File: src/sv/segint_pkg.sv
// Shared constants and types for the segment intersection block.
// No dependencies; used by every module of the block.
package segint_pkg;

    localparam int COORD_BITS_DEF = 16;
    localparam int FRAC_BITS_DEF  = 16;

    // width of a crossing coordinate on the result channel
    localparam int OUT_W = 48;
    localparam logic [OUT_W-1:0] OUT_POS_MAX = {1'b0, {(OUT_W-1){1'b1}}};
    localparam logic [OUT_W-1:0] OUT_NEG_MAX = {1'b1, {(OUT_W-1){1'b0}}};

    // entries in the queue between front and back
    localparam int QUEUE_DEPTH = 4;

    // setup stage plus one stage per quotient bit
    localparam int DIV_LAT = OUT_W + 1;

    typedef struct packed {
        logic full;
        logic empty;
    } segint_qstat_t;

endpackage

File: src/sv/segint_queue.sv
// Short FIFO between front and back parts.
// Depends on segint_pkg for the status struct.
module segint_queue #(
    parameter int WIDTH = 8,
    parameter int DEPTH = segint_pkg::QUEUE_DEPTH
) (
    input  logic                      clk,
    input  logic                      rst_n,
    input  logic                      push,
    input  logic [WIDTH-1:0]          wr_data,
    input  logic                      pop,
    output logic [WIDTH-1:0]          rd_data,
    output segint_pkg::segint_qstat_t qstat
);

    localparam int PTR_W = (DEPTH > 1) ? $clog2(DEPTH) : 1;
    localparam int CNT_W = $clog2(DEPTH + 1);

    logic [WIDTH-1:0] mem [0:DEPTH-1];
    logic [PTR_W-1:0] wp_reg, rp_reg;
    logic [CNT_W-1:0] cnt_reg;

    function automatic logic [PTR_W-1:0] ptr_inc(input logic [PTR_W-1:0] p);
        logic [PTR_W-1:0] res;
        if (p == PTR_W'(DEPTH - 1))
            res = '0;
        else
            res = p + 1'b1;
        return res;
    endfunction

    always_ff @(posedge clk or negedge rst_n)
    begin
        if (!rst_n)
        begin
            wp_reg  <= '0;
            rp_reg  <= '0;
            cnt_reg <= '0;
        end
        else
        begin
            if (push)
                wp_reg <= ptr_inc(wp_reg);
            if (pop)
                rp_reg <= ptr_inc(rp_reg);
            if (push && !pop)
                cnt_reg <= cnt_reg + 1'b1;
            else if (pop && !push)
                cnt_reg <= cnt_reg - 1'b1;
        end
    end

    always_ff @(posedge clk)
    begin
        if (push)
            mem[wp_reg] <= wr_data;
    end

    assign rd_data     = mem[rp_reg];
    assign qstat.full  = (cnt_reg == CNT_W'(DEPTH));
    assign qstat.empty = (cnt_reg == '0);

`ifndef SYNTHESIS
    a_no_overflow: assert property (@(posedge clk) disable iff (!rst_n)
        push |-> cnt_reg != CNT_W'(DEPTH))
        else $error("queue written while full");
    a_no_underflow: assert property (@(posedge clk) disable iff (!rst_n)
        pop |-> cnt_reg != '0)
        else $error("queue read while empty");
    a_cnt_range: assert property (@(posedge clk) disable iff (!rst_n)
        cnt_reg <= CNT_W'(DEPTH))
        else $error("queue count out of range");
`endif

endmodule

File: config.mk
export PLATFORM = sky130hd
export DESIGN_NAME = segint_queue
export DESIGN_NICKNAME = d
export VERILOG_FILES = /design/src/sv/segint_pkg.sv /design/src/sv/segint_queue.sv
export SDC_FILE = /design/constraint.sdc
export NUM_CORES = 1
export LEC_CHECK = 0
export ABC_AREA = 1
export BUFFER_PORTS_ARGS = -buffer_cell sky130_fd_sc_hd__buf_4
export CORE_MARGIN = 1.5
export CORE_UTILIZATION = 56
export DETAILED_ROUTE_END_ITERATION = 16
export PLACE_DENSITY = 0.78
export SYNTH_ARGS = -nofsm -noshare
export SYNTH_HDL_FRONTEND = slang
export SYNTH_SLANG_ARGS = --single-unit
File: constraint.sdc
create_clock -name clk -period 1.7 [get_ports clk]
set_clock_uncertainty 0.05 [all_clocks]
set_input_delay 0.34 -clock clk [delete_from_list [all_inputs] [get_ports clk]]
set_output_delay 0.34 -clock clk [all_outputs]
set_load 0.1 [all_outputs]
==> impl_metrics.toml <==
[critical_path]
slowest_stage = "dfrtp_1"
start_kind = "flip-flop"
slowest_delay_ns = 0.41
cp.arrival_ns = 1.46
path_cells = "inv_2 -> clkbuf_16 -> nand2_1 -> o211ai_1 -> nand2_2 -> buf_6"
path_max_fanout = 16
critPathKind = "reg -> out"
cp.required_ns = 1.31
crit_path_end_kind = "output pin"

[floorplanning]
die_y_um = 58.1
pin_count = 22
coreArea_um2 = 2830
initial_utilization_pct = 60.2
die_w_um = 58.1
dieArea_um2 = 3380
num_rows = 19

[clocking]
clock_sinks = 39
clk_path_buf_depth = 2
cts-htree-levels = 2
path_clk_slew_ns = 0.12
cts_root_buf = "clkbuf_4"
cts_tree = "done"
cts_buffers = 5
worstSkewPairLatency_ns = 0.33

[route]
drt_first_iter_violations = 30
via_per_inst = 5.16
ant_nets = 0
drc = 3
drtPass1Iterations = 10
post_drt_wl_per_cell_um = 14.1
vias = 1069
wirelength_mm = 2.93

[status]
violations = "DRC, setup timing"
status = "complete, but fails checks"

[job]
drv_cap = 0

[global_route]
grt_max_degree = 34
gr-usage-met1_pct = 23.0
grt_util_all_layers_pct = 19.2
grt.overflow.total = 0
antenna_found_initial = 0
met3_usage_pct = 7.14
grt_use_met2_pct = 31.0
grt_pass1_wl_mm = 4.56
grt_busiest_layer = "met2"
grt_pass1_vias = 1021

[timing]
timing.final.ws_setup_ns = -0.151
max_freq_ghz = 0.540
final_max_slew_viol_count = 0
hold_violations = 0
rsz0062_at_grt = "true"
slew_headroom_pct = 73.3
fin_crit_ns = 1.85
setup_violations = 8
fin_crit_sh_pct = 109
worst_slew_pin_slew_ns = 0.400

[yosys]
postSynthCellCount = 144
postSynth.asyncResetShare_pct = 17.9
synth_seq_area_share_pct = 66.7
ys_warn_count = 0
yosys-top-cells-area = "edfxtp_1, dfrtp_1, nand2_1, o211ai_1, inv_1"
synthFlopType = "edfxtp_1"
ys_seq_elements = 39
synth_area_um2 = 1700
synth-edff-count = 32
yosysUniqueCellTypes = 17
syn_avg_cell_area_um2 = 11.8
netlist.area_leader.share_pct = 56.4
synth_fp_nets = 163
synth_largest_area_cell = "edfxtp_1"

[placed_design]
place_inst = 195
io_buffers = 21
dpl_worst_slack_ns = 0.113
hpwl_mm = 1.94
gp_congestion = 0.775

[finish]
largest_reg_flops = 32
layout_common_cells = "edfxtp_1, nand2_1, inv_1, o211ai_1, buf_4"
final_common_cell = "edfxtp_1"
syn_to_final_growth_pct = 24.8
nets = 194
final_layout_size_suffix_gt1_share_pct = 27.8
fin_cells = 207
insertedDiodeCount = 0

[min_path]
hold_path.class = "in -> reg"
-- final timing paths --
kind / startpoint / to / slack [ns] / depth (start not counted)
setup / recovery: rp_reg[0] / rd_data[3] / -0.15 / 6
hold / removal: pop / rp_reg[0] / 0.14 / 2
setup reg to reg: wp_reg[1] / mem[1][4] / 0.30 / 4
hold reg to reg: wp_reg[0] / wp_reg[0] / 0.49 / 1
max in group asynchronous: rst_n / cnt_reg[1] / 1.17 / 2
min in group asynchronous: rst_n / rp_reg[0] / 0.28 / 2
-- kinds of logic after synthesis --
kind of cell,count (synthesis),share of synthesized area [%]
AO/OA/AOI/OAI,21,8.52
buffers and inverters,33,8.82
AND/OR/NAND/NOR,43,9.85
XOR/XNOR,1,0.514
adder cells (fa/ha/maj),7,5.58
flip-flops,39,66.7
-- through the flow --
stage | area, µm² | hold WS, ns | util [%] | TNS (ns)
after floorplan | 1730 | -0.00559 | - | -0.719
after global placement | 1920 | 0.106 | 68.0 | 0
after detailed placement | 1920 | 0.109 | 68.0 | 0
after CTS | 2080 | 0.123 | 73.6 | -1.11
after global routing | 2130 | 0.110 | 75.1 | -1.72
final | 2130 | 0.140 | 75.1 | -1.10
-- worst max-delay path: cells and delay by family, from the launching register on --
kind | cells | cell delay [ns]
AOI/OAI and AO/OA | 1 | 0.10
buffers and inverters | 3 | 0.48
DFF | 1 | 0.41
and+or+nand+nor | 2 | 0.12
-- final cells by class --
type	instances	area, µm²
Fill cell	182	703
Tap cell	31	38.8
Sequential cell	39	1140
Timing Repair Buffer	28	288
Inverter	29	111
Clock inverter	2	60.1
Multi-Input combinational cell	72	447
Clock buffer	6	41.3
-- timing repair --
item | in CTS | in global routing
resized for setup | 12 | 4
hold buffers | 1 | 0
cloned | 0 | 1
setup buffers | 1 | 1
hold endpoints to repair | 7 | 0
pin swaps | 0 | 1
setup endpoints to repair | 10 | 10
-- synthesized netlist by cell type (2+ instances only) --
| cell type | number |
|---|---|
| nand2_1 | 38 |
| dfrtp_1 | 7 |
| ha_1 | 6 |
| buf_6 | 3 |
| inv_2 | 2 |
| edfxtp_1 | 32 |
| o21ai_0 | 4 |
| inv_1 | 27 |
| nor3_1 | 2 |
| o211ai_1 | 16 |
-- routing by layer --
| metal | up-vias | wire (µm) |
|---|---|---|
| met2 | 19 | 1540 |
| met4 | 0 | 53 |
| met5 | - | 0 |
| li1 | 544 | - |
| met1 | 501 | 1250 |
| met3 | 5 | 88 |
Power is not shown: default switching activity piles up to over one toggle a cycle in this logic, so the estimate is an artifact.
